`config.mk`:
```
export PLATFORM = sky130hd
export DESIGN_NAME = mp4_chunk_offset_patcher_core
export DESIGN_NICKNAME = d
export VERILOG_FILES = /design/src/rtl/mp4cop_pkg.sv /design/src/rtl/mp4_chunk_offset_patcher_core.sv /design/src/rtl/mp4cop_step.sv /design/src/rtl/mp4cop_burst_queue.sv
export SDC_FILE = /design/constraint.sdc
export NUM_CORES = 2
export LEC_CHECK = 0
export ABC_AREA = 1
export BUFFER_PORTS_ARGS = -buffer_cell sky130_fd_sc_hd__buf_2
export CORE_MARGIN = 1.5
export CORE_UTILIZATION = 40
export CTS_CLUSTER_DIAMETER = 80
export CTS_CLUSTER_SIZE = 8
export DETAILED_ROUTE_END_ITERATION = 10
export PLACE_DENSITY = 0.63
export SYNTH_ARGS = -nofsm -noshare
export SYNTH_HDL_FRONTEND = slang
export SYNTH_SLANG_ARGS = --single-unit
export TNS_END_PERCENT = 30
```
`constraint.sdc`:
```
create_clock -name clk -period 10.7 [get_ports clk]
set_clock_uncertainty 0.2 [all_clocks]
set_input_delay 0.535 -clock clk [delete_from_list [all_inputs] [get_ports clk]]
set_output_delay 0.535 -clock clk [all_outputs]
set_load 0.01 [all_outputs]
```
`src/rtl/mp4cop_pkg.sv`:
```
package mp4cop_pkg;

    localparam logic [31:0] TYPE_STCO = 32'h7374636F;
    localparam logic [31:0] TYPE_CO64 = 32'h636F3634;
    localparam logic [31:0] TYPE_CMOV = 32'h636D6F76;

    localparam logic [3:0]  HEADER_BYTES  = 4'd8;
    localparam logic [31:0] CMOV_POSITION = 32'd15;
    localparam logic [31:0] MIN_ATOM_SIZE = 32'd16;

    localparam int QUEUE_DEPTH = 4;
    localparam int BURST_MAX   = 8;

    localparam logic [1:0] ERR_NONE       = 2'd0;
    localparam logic [1:0] ERR_COMPRESSED = 2'd1;
    localparam logic [1:0] ERR_ATOM_OVER  = 2'd2;
    localparam logic [1:0] ERR_TABLE_OVER = 2'd3;

    typedef enum logic [1:0] {
        MODE_SCAN,
        MODE_HEADER,
        MODE_ENTRIES
    } mode_t;

    typedef struct packed {
        logic [BURST_MAX-1:0][7:0] bytes;
        logic [3:0]                count;
        logic [1:0]                err;
    } burst_t;

    typedef struct packed {
        logic   valid;
        burst_t burst;
    } push_t;

endpackage

```
`src/rtl/mp4_chunk_offset_patcher_core.sv`:
```
// Channel  | Handshake                | Payload
// ---------+--------------------------+-------------------------------------
// in       | in_valid / in_ready      | data_byte, first_byte
// out      | out_valid / out_ready    | out_byte, run_end, error_code
// cfg      | cfg_write_en             | cfg_write_data (index length)
//
// One input byte is taken per cycle while the burst queue has a free slot.
// Each transfer yields a burst of 0 to 8 bytes, queued and sent one byte per cycle.
// The output port sets the sustained rate: one output byte per cycle.
// A full queue drops in_ready; a stalled output holds its byte.
// Reset clears all scan state, the sticky error and the index length.
module mp4_chunk_offset_patcher_core #(
    parameter int QUEUE_DEPTH = mp4cop_pkg::QUEUE_DEPTH
) (
    input  logic        clk,
    input  logic        rst_n,
    input  logic        in_valid,
    output logic        in_ready,
    input  logic [7:0]  data_byte,
    input  logic        first_byte,
    output logic        out_valid,
    input  logic        out_ready,
    output logic [7:0]  out_byte,
    output logic        run_end,
    output logic [1:0]  error_code,
    input  logic        cfg_write_en,
    input  logic [31:0] cfg_write_data
);

    logic              accept;
    mp4cop_pkg::push_t push;

    assign accept = in_valid && in_ready;

    mp4cop_step u_step (
        .clk            (clk),
        .rst_n          (rst_n),
        .accept         (accept),
        .data_byte      (data_byte),
        .first_byte     (first_byte),
        .cfg_write_en   (cfg_write_en),
        .cfg_write_data (cfg_write_data),
        .push           (push)
    );

    mp4cop_burst_queue #(
        .DEPTH (QUEUE_DEPTH)
    ) u_queue (
        .clk        (clk),
        .rst_n      (rst_n),
        .push       (push),
        .space      (in_ready),
        .out_valid  (out_valid),
        .out_ready  (out_ready),
        .out_byte   (out_byte),
        .run_end    (run_end),
        .error_code (error_code)
    );

endmodule

```
`src/rtl/mp4cop_step.sv`:
```
module mp4cop_step (
    input  logic                 clk,
    input  logic                 rst_n,
    input  logic                 accept,
    input  logic [7:0]           data_byte,
    input  logic                 first_byte,
    input  logic                 cfg_write_en,
    input  logic [31:0]          cfg_write_data,
    output mp4cop_pkg::push_t    push
);

    logic [31:0]        len_reg;
    logic [31:0]        pos_reg, pos_next;
    logic [63:0]        recent_reg, recent_next;
    mp4cop_pkg::mode_t  mode_reg, mode_next;
    logic               wide_reg, wide_next;
    logic [31:0]        atom_end_reg, atom_end_next;
    logic [31:0]        left_reg, left_next;
    logic [63:0]        acc_reg, acc_next;
    logic [3:0]         cnt_reg, cnt_next;
    logic [1:0]         err_reg, err_next;

    logic [31:0]        cur_pos;
    logic [63:0]        cur_recent;
    mp4cop_pkg::mode_t  cur_mode;
    logic               cur_wide;
    logic [31:0]        cur_atom_end;
    logic [31:0]        cur_left;
    logic [63:0]        cur_acc;
    logic [3:0]         cur_cnt;

    logic               pass;
    logic               complete;
    logic [63:0]        acc_gather;
    logic [3:0]         cnt_gather;
    logic [3:0]         entry_width;
    logic [63:0]        patched;
    logic [3:0]         cnt_dec;
    logic [31:0]        table_count;
    logic [36:0]        table_span;
    logic [36:0]        table_end;
    logic [31:0]        box_size;
    logic [31:0]        atom_start;
    logic               type_hit;
    logic               match_ok;
    logic [3:0]         flush_cnt;
    logic [2:0]         sel;
    mp4cop_pkg::burst_t burst;

    always_comb
    begin
        if (first_byte)
        begin
            cur_pos      = '0;
            cur_recent   = '0;
            cur_mode     = mp4cop_pkg::MODE_SCAN;
            cur_wide     = 1'b0;
            cur_atom_end = '0;
            cur_left     = '0;
            cur_acc      = '0;
            cur_cnt      = '0;
        end
        else
        begin
            cur_pos      = pos_reg;
            cur_recent   = recent_reg;
            cur_mode     = mode_reg;
            cur_wide     = wide_reg;
            cur_atom_end = atom_end_reg;
            cur_left     = left_reg;
            cur_acc      = acc_reg;
            cur_cnt      = cnt_reg;
        end
    end

    always_comb
    begin
        recent_next   = {cur_recent[55:0], data_byte};
        pos_next      = (cur_pos == '1) ? cur_pos : cur_pos + 32'd1;
        mode_next     = cur_mode;
        wide_next     = cur_wide;
        atom_end_next = cur_atom_end;
        left_next     = cur_left;
        acc_next      = cur_acc;
        cnt_next      = cur_cnt;
        err_next      = err_reg;
        pass          = 1'b0;
        complete      = 1'b0;
        entry_width   = cur_wide ? 4'd8 : 4'd4;
        acc_gather    = {cur_acc[55:0], data_byte};
        cnt_gather    = cur_cnt + 4'd1;
        patched       = acc_gather + {32'd0, len_reg};
        if (!cur_wide)
        begin
            patched[63:32] = '0;
        end
        cnt_dec       = (cur_cnt != 4'd0) ? cur_cnt - 4'd1 : 4'd0;
        table_count   = recent_next[31:0];
        table_span    = cur_wide ? {2'd0, table_count, 3'd0} : {3'd0, table_count, 2'd0};
        table_end     = {5'd0, cur_pos} + 37'd1 + table_span;
        box_size      = recent_next[63:32];
        atom_start    = cur_pos - 32'd7;
        type_hit      = (recent_next[31:0] == mp4cop_pkg::TYPE_STCO)
                     || (recent_next[31:0] == mp4cop_pkg::TYPE_CO64);
        match_ok      = (cur_pos >= 32'd7)
                     && (({1'b0, cur_pos} + 33'd1) < {1'b0, len_reg})
                     && ({1'b0, cur_pos} >= ({1'b0, cur_atom_end} + 33'd4))
                     && type_hit;

        if (err_reg == mp4cop_pkg::ERR_NONE && cur_pos == mp4cop_pkg::CMOV_POSITION
            && recent_next[31:0] == mp4cop_pkg::TYPE_CMOV)
        begin
            err_next  = mp4cop_pkg::ERR_COMPRESSED;
            mode_next = mp4cop_pkg::MODE_SCAN;
        end

        if (err_next != mp4cop_pkg::ERR_NONE)
        begin
            pass = 1'b1;
        end
        else
        begin
            unique case (cur_mode)
                mp4cop_pkg::MODE_ENTRIES:
                begin
                    if (cnt_gather >= entry_width)
                    begin
                        complete  = 1'b1;
                        acc_next  = '0;
                        cnt_next  = '0;
                        left_next = cur_left - 32'd1;
                        if (left_next == '0)
                        begin
                            mode_next = mp4cop_pkg::MODE_SCAN;
                        end
                    end
                    else
                    begin
                        acc_next = acc_gather;
                        cnt_next = cnt_gather;
                    end
                end
                mp4cop_pkg::MODE_HEADER:
                begin
                    pass     = 1'b1;
                    cnt_next = cnt_dec;
                    if (cnt_dec == 4'd0)
                    begin
                        if (table_end > {5'd0, len_reg})
                        begin
                            err_next  = mp4cop_pkg::ERR_TABLE_OVER;
                            mode_next = mp4cop_pkg::MODE_SCAN;
                        end
                        else
                        begin
                            if (table_end > {5'd0, cur_atom_end})
                            begin
                                atom_end_next = table_end[31:0];
                            end
                            if (table_count == '0)
                            begin
                                mode_next = mp4cop_pkg::MODE_SCAN;
                            end
                            else
                            begin
                                left_next = table_count;
                                acc_next  = '0;
                                mode_next = mp4cop_pkg::MODE_ENTRIES;
                            end
                        end
                    end
                end
                default:
                begin
                    pass = 1'b1;
                    if (match_ok)
                    begin
                        if (box_size < mp4cop_pkg::MIN_ATOM_SIZE
                            || ({1'b0, atom_start} + {1'b0, box_size}) > {1'b0, len_reg})
                        begin
                            err_next = mp4cop_pkg::ERR_ATOM_OVER;
                        end
                        else
                        begin
                            atom_end_next = atom_start + box_size;
                            wide_next     = (recent_next[31:0] == mp4cop_pkg::TYPE_CO64);
                            cnt_next      = mp4cop_pkg::HEADER_BYTES;
                            mode_next     = mp4cop_pkg::MODE_HEADER;
                        end
                    end
                end
            endcase
        end
    end

    // Assemble the burst: flushed partial entry first, then this byte or a patched entry.
    always_comb
    begin
        flush_cnt = (first_byte && mode_reg == mp4cop_pkg::MODE_ENTRIES) ? cnt_reg : 4'd0;
        burst     = '0;
        sel       = '0;
        burst.err = err_next;
        if (complete)
        begin
            burst.count = entry_width;
            for (int i = 0; i < mp4cop_pkg::BURST_MAX; i++)
            begin
                sel = 3'(entry_width - 4'd1 - 4'(i));
                if (4'(i) < entry_width)
                begin
                    burst.bytes[i] = 8'(patched >> {sel, 3'b000});
                end
            end
        end
        else
        begin
            burst.count = flush_cnt + {3'd0, pass};
            for (int i = 0; i < mp4cop_pkg::BURST_MAX; i++)
            begin
                sel = 3'(flush_cnt - 4'd1 - 4'(i));
                if (4'(i) < flush_cnt)
                begin
                    burst.bytes[i] = 8'(acc_reg >> {sel, 3'b000});
                end
                else if (4'(i) == flush_cnt)
                begin
                    burst.bytes[i] = data_byte;
                end
            end
        end
    end

    assign push.valid = accept && (burst.count != 4'd0);
    assign push.burst = burst;

    always_ff @(posedge clk or negedge rst_n)
    begin
        if (!rst_n)
        begin
            len_reg <= '0;
        end
        else if (cfg_write_en)
        begin
            len_reg <= cfg_write_data;
        end
    end

    always_ff @(posedge clk or negedge rst_n)
    begin
        if (!rst_n)
        begin
            pos_reg      <= '0;
            recent_reg   <= '0;
            mode_reg     <= mp4cop_pkg::MODE_SCAN;
            wide_reg     <= 1'b0;
            atom_end_reg <= '0;
            left_reg     <= '0;
            acc_reg      <= '0;
            cnt_reg      <= '0;
            err_reg      <= mp4cop_pkg::ERR_NONE;
        end
        else if (accept)
        begin
            pos_reg      <= pos_next;
            recent_reg   <= recent_next;
            mode_reg     <= mode_next;
            wide_reg     <= wide_next;
            atom_end_reg <= atom_end_next;
            left_reg     <= left_next;
            acc_reg      <= acc_next;
            cnt_reg      <= cnt_next;
            err_reg      <= err_next;
        end
    end

endmodule

```
`src/rtl/mp4cop_burst_queue.sv`:
```
module mp4cop_burst_queue #(
    parameter int DEPTH = mp4cop_pkg::QUEUE_DEPTH
) (
    input  logic              clk,
    input  logic              rst_n,
    input  mp4cop_pkg::push_t push,
    output logic              space,
    output logic              out_valid,
    input  logic              out_ready,
    output logic [7:0]        out_byte,
    output logic              run_end,
    output logic [1:0]        error_code
);

    localparam int PTR_W = (DEPTH > 1) ? $clog2(DEPTH) : 1;
    localparam int CNT_W = $clog2(DEPTH + 1);

    mp4cop_pkg::burst_t burst_mem [DEPTH];

    logic [PTR_W-1:0] wr_ptr_reg, wr_ptr_next;
    logic [PTR_W-1:0] rd_ptr_reg, rd_ptr_next;
    logic [CNT_W-1:0] fill_reg, fill_next;
    logic [2:0]       idx_reg, idx_next;

    mp4cop_pkg::burst_t head;
    logic               last_byte;
    logic               pop;

    assign head       = burst_mem[rd_ptr_reg];
    assign space      = fill_reg < CNT_W'(DEPTH);
    assign out_valid  = fill_reg != '0;
    assign out_byte   = head.bytes[idx_reg];
    assign last_byte  = {1'b0, idx_reg} == (head.count - 4'd1);
    assign run_end    = last_byte;
    assign error_code = head.err;
    assign pop        = out_valid && out_ready && last_byte;

    always_comb
    begin
        wr_ptr_next = wr_ptr_reg;
        rd_ptr_next = rd_ptr_reg;
        fill_next   = fill_reg;
        idx_next    = idx_reg;
        if (push.valid)
        begin
            wr_ptr_next = (wr_ptr_reg == PTR_W'(DEPTH - 1)) ? '0 : wr_ptr_reg + 1'b1;
        end
        if (out_valid && out_ready)
        begin
            idx_next = last_byte ? 3'd0 : idx_reg + 3'd1;
        end
        if (pop)
        begin
            rd_ptr_next = (rd_ptr_reg == PTR_W'(DEPTH - 1)) ? '0 : rd_ptr_reg + 1'b1;
        end
        if (push.valid && !pop)
        begin
            fill_next = fill_reg + 1'b1;
        end
        else if (pop && !push.valid)
        begin
            fill_next = fill_reg - 1'b1;
        end
    end

    always_ff @(posedge clk)
    begin
        if (push.valid)
        begin
            burst_mem[wr_ptr_reg] <= push.burst;
        end
    end

    always_ff @(posedge clk or negedge rst_n)
    begin
        if (!rst_n)
        begin
            wr_ptr_reg <= '0;
            rd_ptr_reg <= '0;
            fill_reg   <= '0;
            idx_reg    <= '0;
        end
        else
        begin
            wr_ptr_reg <= wr_ptr_next;
            rd_ptr_reg <= rd_ptr_next;
            fill_reg   <= fill_next;
            idx_reg    <= idx_next;
        end
    end

endmodule

```
* Word-level counts from Yosys, hierarchy flattened
Memory sizes are Yosys's and may differ from the RTL's.
Cells that the tools add are included.
** Operators by class
- Add/subtract/negate cells :: 35
- $lt $le $gt $ge :: 26
- Equal/unequal tests :: 18
- Shift-type cells :: 16
- Multiplexer cells :: 98
- Reductions and logical operators :: 27
** Operators with widths (number)
- 64-bit by 6-bit right shift with 8-bit output :: 16
- 32-bit two-way mux :: 16
- 64-bit two-way mux :: 6
- 8-bit two-way mux :: 25
- 32-bit one-hot mux with 2 select lines :: 2
- 64-bit one-hot mux with 2 select lines :: 1
- 32-bit by 31-bit == test with 1-bit output, second input constant :: 3
- 37-bit by 32-bit > comparator with 1-bit output :: 2
- 68-bit two-way mux :: 1
- 32-bit by 1-bit adder with 33-bit output, second input constant :: 2
- 64-bit by 32-bit adder with 64-bit output :: 1
- 32-bit logical NOT :: 2
- 56-bit two-way mux :: 1
- 37-bit adder :: 1
- 2-bit two-way mux :: 18
- 35-bit two-way mux :: 1
- 32-bit by 3-bit adder with 33-bit output, second input constant :: 1
- 32-bit by 32-bit adder with 33-bit output :: 1
- 32-bit by 33-bit greater-or-equal comparator with 1-bit output :: 1
- 33-bit by 32-bit > comparator with 1-bit output :: 1
- 33-bit by 32-bit less-than comparator with 1-bit output :: 1
- 32-bit by 1-bit adder with 32-bit output, second input constant :: 1
- 32-bit adder :: 1
- 32-bit == test, second input constant :: 1
- 40 further kinds :: 114
** Storage, ports and cells
- Flip-flop bits (word level) :: 267
- Memory bits (writable) :: 280
- Output and inout port bits :: 13
- Word-level logic and storage cells :: 235
- Memories :: 1
** Memories
- u_queue.burst_mem :: depth 4, bits a word 70, rd ports 1, clocked after Yosys merged registers in 0, write ports 1, line mp4cop_burst_queue.sv:18 : mp4cop_pkg::burst_t burst_mem [DEPTH];

* Depth between registers and ports, before layout
- Depth in word-level cells :: 15
- Depth in mapped cells :: 49
- Gate-level depth less buffers :: 46

* Hierarchy
From an unflattened synthesis, not the netlist that was laid out.
** Unflattened totals
- Cell total of the unflattened synthesis :: 6156
- Area total of the unflattened synthesis :: 43975.9 µm²
** Modules (own cells, without submodules)
- mp4cop_step :: instances 1, cells an instance 5169, area an instance 32009.4 µm², sequential area each 6431.2 µm²
- mp4cop_burst_queue :: instances 1, cells an instance 985, area an instance 11959.0 µm², sequential area each 8658.3 µm²
- mp4_chunk_offset_patcher_core :: instances 1, cells an instance 2, area an instance 7.5 µm², sequential area each 0.0 µm²

* Worst setup path before layout
No wires, ideal clock.
- Path kind :: input to register
- From :: in first_byte
- To :: mem u_queue.burst_mem[0][0] (netlist name), enable pin
- Arrival :: 6.471 ns
- Required time :: 10.001 ns
- Path slack :: 3.530 ns
- Stages :: 24
- Buffers on the path :: 5
- Cells stage by stage :: inv_2 > buf_6 > buf_6 > buf_2 > buf_2 > nand2_1 > inv_1 > ha_1 > nand2_2 > nor2_2 > nand4_1 > nor3_1 > nand3_2 > nand2_1 > inv_1 > clkbuf_1 > nand2_1 > ha_1 > ha_1 > xor2_1 > o21ai_2 > nand4_1 > nand2_1 > nor2_1
** On the way
- Cells in the longest elaborated chain, start to end :: 13
- Elaborated cells on any way between the ends :: 28
- Those cells by class :: 2 x add/sub; 1 x order compare; 3 x eq/ne; 16 x mux; 6 x reduce/logical
** Ends and longest elaborated chain
- from (decl) :: line mp4_chunk_offset_patcher_core.sv:20 : input logic first_byte,
- 32-bit two-way mux :: line mp4cop_step.sv:52 : if (first_byte)
- 32-bit by 4-bit == test with 1-bit output :: line mp4cop_step.sv:110 : if (err_reg == mp4cop_pkg::ERR_NONE && cur_pos == mp4cop_pkg::CMOV_POSITION
- 1-bit logical AND :: line mp4cop_step.sv:110
- 1-bit logical AND :: line mp4cop_step.sv:111 : && recent_next[31:0] == mp4cop_pkg::TYPE_CMOV)
- 2-bit two-way mux :: line mp4cop_step.sv:110
- 2-bit nonzero test :: line mp4cop_step.sv:117 : if (err_next != mp4cop_pkg::ERR_NONE)
- 1-bit two-way mux :: line mp4cop_step.sv:117
- 4-bit by 1-bit adder with 4-bit output :: line mp4cop_step.sv:217 : burst.count = flush_cnt + {3'd0, pass};
- 68-bit two-way mux * :: line mp4cop_step.sv:203 : if (complete)
- 4-bit nonzero test * :: line mp4cop_step.sv:233 : assign push.valid = accept && (burst.count != 4'd0);
- 1-bit logical AND * :: line mp4cop_step.sv:233
- 1-bit two-way mux * :: line mp4cop_burst_queue.sv:68 : if (push.valid)
- 1-bit two-way mux (not written as such) * :: line mp4cop_burst_queue.sv:70 : burst_mem[wr_ptr_reg] <= push.burst;
- to (decl) :: line mp4cop_burst_queue.sv:18
Every way passes the cells marked *; elsewhere a longest branch is shown, timed or not.

* Final worst setup path
- From :: in first_byte
- To :: reg u_step.atom_end_reg[30]
** On the way
- Cells in the longest elaborated chain, start to end :: 9
- Elaborated cells on any way between the ends :: 47
- Those cells by class :: 8 x add/sub; 7 x order compare; 6 x eq/ne; 16 x mux; 10 x reduce/logical
** Ends and longest elaborated chain
- 32-bit two-way mux, or another cell as far along :: line mp4cop_step.sv:52
- 32-bit by 1-bit adder with 33-bit output, or another cell as far along :: line mp4cop_step.sv:100, mp4cop_step.sv:106
- 37-bit adder, or another cell as far along :: line mp4cop_step.sv:100 : table_end = {5'd0, cur_pos} + 37'd1 + table_span;
- 37-bit by 32-bit > comparator with 1-bit output, or another cell as far along :: line mp4cop_step.sv:156 : if (table_end > {5'd0, cur_atom_end})
- 32-bit two-way mux, or another cell as far along :: line mp4cop_step.sv:156
- 32-bit two-way mux, or another cell as far along :: line mp4cop_step.sv:149 : if (table_end > {5'd0, len_reg})
- 32-bit two-way mux, on equally long branches :: line mp4cop_step.sv:147, mp4cop_step.sv:176
- 32-bit one-hot mux with 2 select lines :: line mp4cop_step.sv:123 : unique case (cur_mode)
- 32-bit two-way mux * :: line mp4cop_step.sv:117
- to (signal assigned) :: line mp4cop_step.sv:268 : atom_end_reg <= atom_end_next;
- to (decl) :: line mp4cop_step.sv:17 : logic [31:0] atom_end_reg, atom_end_next;
Marked as above.
A chain may end at the register's enable or synchronous reset.

==> impl.org <==
** Global routing
- Vias in the first global route :: approximately 41,000
- Overall overflow remaining after global route :: 0
- Global routing used a little under half of the available met1 tracks.
- Met3 usage in global routing :: under 10%
- Maximum number of pins on one net before global-route repair :: around 140
- Global Route Usage Sum :: between 30% and 40%
- The first global-routing pass estimated 274,000 um of wire.
- For met2 alone, demand over resource in global routing was between 40% and 50%.
- Most utilized layer in the global route result :: met2
- Initial antenna violation count :: 12

** Clock network
- The root buffer cell chosen for the clock tree is sky130_fd_sc_hd__clkbuf_16.
- TritonCTS built the clock tree.
- In this run, CTS created clock tree buffers numbering 82.
- The clock drives 547 sinks.
- After clock tree synthesis, the clock-pin slew on the worst setup and hold paths is 0.06 ns.
- Number of hold-repair buffers added at the cts stage :: 21
- In this run the post-CTS setup repair buffer count came out at 0.
- Counting along the longest clock path gives a buffer depth of 3.
- Clock latency on the worst-skew pair, taken at its later pin, is around 0.7 ns.
- Gates resized, CTS repair :: 0
- The H-tree generated during clock tree synthesis spans 3 levels.

** Hold path
- The tightest min-delay check is of the input port to flip-flop type.

** Yosys
- Counting flops with a built-in enable in the synthesized netlist gives 280.
- Synthesis produced around 6,300 cells.
- In this run the mean area of a mapped cell was around 7 um^2.
- For this run, asynchronously set or reset flops after synthesis account for between 40 and 50%.
- Top flip-flop cell by instance count after synthesis :: sky130_fd_sc_hd__edfxtp_1
- Synthesis produced a netlist with a net count of between 6,000 and 7,000.
- The share of the Yosys chip area taken by registers is about a third.
- Synth area leaders :: sky130_fd_sc_hd__edfxtp_1 19%, sky130_fd_sc_hd__dfrtp_1 15%, sky130_fd_sc_hd__nand2_1 12%
- By count the netlist is led by 1,365 x sky130_fd_sc_hd__nand2_1, 771 x sky130_fd_sc_hd__o21ai_0, 734 x sky130_fd_sc_hd__inv_1.
- Top cell type's share of synthesized area :: approximately a fifth
- The Yosys step of the flow raised 0 warnings.
- Number of unique standard cell types used by synthesis :: 69
- Synthesized area :: about 44,000 um^2
- Summed over all instances, the cell type with the most area after synthesis is sky130_fd_sc_hd__edfxtp_1.
- Synthesis inferred about 550 register bits.
- By instance count, the leading cell after synthesis is sky130_fd_sc_hd__nand2_1.

** Floorplan
- The core region is 109,000 um^2.
- Floorplan die width :: around 340 um
- Measured along the y axis, the die boundary spans 335 um.
- In this run the core area contains roughly 120 standard-cell rows.
- Full die area :: between 100,000 and 150,000 um^2
- Effective utilization at floorplan :: between 40 and 50%
- In this run the count of I/O pins placed on the die edge is between 50 and 60.

** Pwr
- The analysis attributes to cell leakage a power of ~0.021 uW.
- Power Dens Cells :: approximately 250 nW/um^2
- The worst-case IR drop observed on VDD is 176 uV.

** Detailed routing
- Dividing the detail-routed wire length by the instance count gives around 24 um.
- In the routed layout, each cell is associated on average with a via count of slightly below 6.
- Violation count after the first detailed-route iteration :: around 5,700
- For this run, the detailed router's first-pass iteration total came to 6.
- The count of nets left with antenna violations once routing finished came out at 0.
- Total number of vias :: ~45,000
- Summed over all layers, the routed wires come to around 190,000 um.
- Post-route DRC violation count :: 0

** Setup path
- Type of destination of the critical path :: flip-flop
- The worst setup path is launched from an input port.
- At the worst endpoint, the required time is 11.12 ns.
- The critical path contains buffers and inverters numbering 8 combined.
- STA puts the critical path data arrival time at around 9.3 ns.
- CP max FO :: 59
- On the worst path, the slowest cell contributes a delay of slightly above 0.7 ns.
- Crit Path Class :: input port to flip-flop
- Broken down by cell family, the worst path's largest delay share belongs to simple AND/OR/NAND/NOR gates.
- Critical Path Slowest Stage Cell :: sky130_fd_sc_hd__buf_4

** STA
- The worst path needs approximately 8.9 ns of the cycle, external delays included.
- The number of max-slew violations in the final report is 0.
- Max-slew headroom at the worst pin :: 15.9%
- Maximum frequency from static timing analysis :: between 100 and 150 MHz
- Setup violations remaining at the end of the flow were counted as 0.
- The hold violation count in the final report was 0.
- Setup TNS :: 0 ns
- Portion of the clock cycle consumed by the worst path in the final layout :: between 80% and 90%
- Actual slew at the worst max-slew pin :: between 1 and 1.5 ns
- Setup repair after global routing left no endpoint under its margin.
- Hold is met by slightly below 0.04 ns.

** Final layout
- Final net count :: 6,531
- The register with the most flip-flops in the layout has between 200 and 300 of them.
- Area added between synthesis and finish :: 9.73%
- Share of final-layout standard cells stronger than drive strength 1 :: between 5 and 6%

** Placed design
- Sum of net half-perimeters after detailed placement :: 140,000 um
- Routability congestion estimate from global placement :: between 1 and 1.5
- Number of port buffers :: 58

** Outcome
- The run finished with clean final reports.

** Flow run
- Max_cap viols :: 0
power by group:
| group | leakage, uW | internal, uW | total, uW | switching (uW) |
|---|---|---|---|---|
| Clock | 0.00119 | 1470 | 2560 | 1080 |
| Combinational | 0.0133 | 1840 | 6710 | 4870 |
| Sequential | 0.00612 | 2580 | 2810 | 227 |
| Total | 0.0206 | 5890 | 12100 | 6180 |
kinds of logic (layout without fill, tap and decap cells):
logic type | count (synthesis) | count (layout) | share of synthesized area (%)
AND/OR/NAND/NOR | 2742 | 2742 | 26.4
AO/OA/AOI/OAI | 1465 | 1465 | 18.5
buffers and inverters | 1031 | 1034 | 9.10
flip-flops | 547 | 547 | 34.2
adder cells (fa/ha/maj) | 278 | 278 | 7.94
XOR/XNOR | 185 | 185 | 3.69
multiplexers | 9 | 9 | 0.207
other | 0 | 5 | 0
cells in the final DEF (no fill, tap or decap), types with 10 or more instances in the layout:
master and count:
sky130_fd_sc_hd__nor4_1 52, sky130_fd_sc_hd__o22ai_1 40, sky130_fd_sc_hd__a31oi_1 18, sky130_fd_sc_hd__buf_4 55
sky130_fd_sc_hd__inv_1 727, sky130_fd_sc_hd__inv_2 18, sky130_fd_sc_hd__nand2_1 1364, sky130_fd_sc_hd__or2_2 23
sky130_fd_sc_hd__o221ai_1 63, sky130_fd_sc_hd__a22oi_1 14, sky130_fd_sc_hd__dlygate4sd3_1 21, sky130_fd_sc_hd__xnor2_1 40
sky130_fd_sc_hd__clkinv_1 11, sky130_fd_sc_hd__nand3_1 331, sky130_fd_sc_hd__clkbuf_1 38, sky130_fd_sc_hd__o21ai_1 14
sky130_fd_sc_hd__a21oi_1 367, sky130_fd_sc_hd__nor2_1 724, sky130_fd_sc_hd__ha_1 273, sky130_fd_sc_hd__o21ai_0 771
sky130_fd_sc_hd__clkbuf_16 82, sky130_fd_sc_hd__dfrtp_1 265, sky130_fd_sc_hd__o21a_1 10, sky130_fd_sc_hd__buf_2 56
sky130_fd_sc_hd__o211ai_1 91, sky130_fd_sc_hd__xor2_1 144, sky130_fd_sc_hd__nor2_4 18, sky130_fd_sc_hd__nor2_2 26
sky130_fd_sc_hd__nand4_1 85, sky130_fd_sc_hd__a22o_1 16, sky130_fd_sc_hd__nor3_1 63, sky130_fd_sc_hd__edfxtp_1 280
sky130_fd_sc_hd__o21bai_1 11
cell type report:
type / count / area [um^2]
well taps: 1476 / 1850
multi-input cells: 4679 / 25100
flip-flops and latches: 547 / 15100
clock buffers: 122 / 2220
diodes: 5 / 12.5
repair buffers: 139 / 1030
fillers: 11200 / 60700
inverters: 758 / 2850
clock inverters: 15 / 283
per-stage QoR:
stage / utilization (%) / power (uW) / instance area (um^2) / instances / setup slack [ns]
floorplan: - / 7100 / 44200 / 6257 / 3.53
global placement: 41.9 / 9330 / 45700 / 7578 / 1.44
detailed placement: 41.9 / 9380 / 45700 / 7578 / 1.54
CTS: 44.4 / 12000 / 48500 / 7736 / 2.20
global route: 44.4 / 12800 / 48500 / 7736 / 1.37
finish: 44.4 / 12100 / 48500 / 7741 / 1.84
final timing paths:
check,from,end,slack (ns),cells past startpoint
max,first_byte,u_step.atom_end_reg[30],1.84,33
min,cfg_write_data[6],u_step.len_reg[6],0.04,3
max reg2reg,u_step.pos_reg[0],u_step.atom_end_reg[30],2.21,33
min reg2reg,u_step.recent_reg[13],u_step.recent_reg[13],0.28,2
max in group asynchronous,rst_n,u_step.acc_reg[59],8.47,3
min in group asynchronous,rst_n,u_step.atom_end_reg[27],0.26,2
routing by layer:
metal  vias to the layer above  share of wire, %
met5                         -             0.054
li1                      21000                 -
met3                       388               9.7
met1                     21300                43
met4                        16               4.7
met2                      2240                43
worst min-delay path: cells and delay by family:
family          cells  cell delay (ns)
compound gates      1             0.11
buf+inv             1             0.09
simple gates        1             0.15
Power figures use the tool's default switching activity.
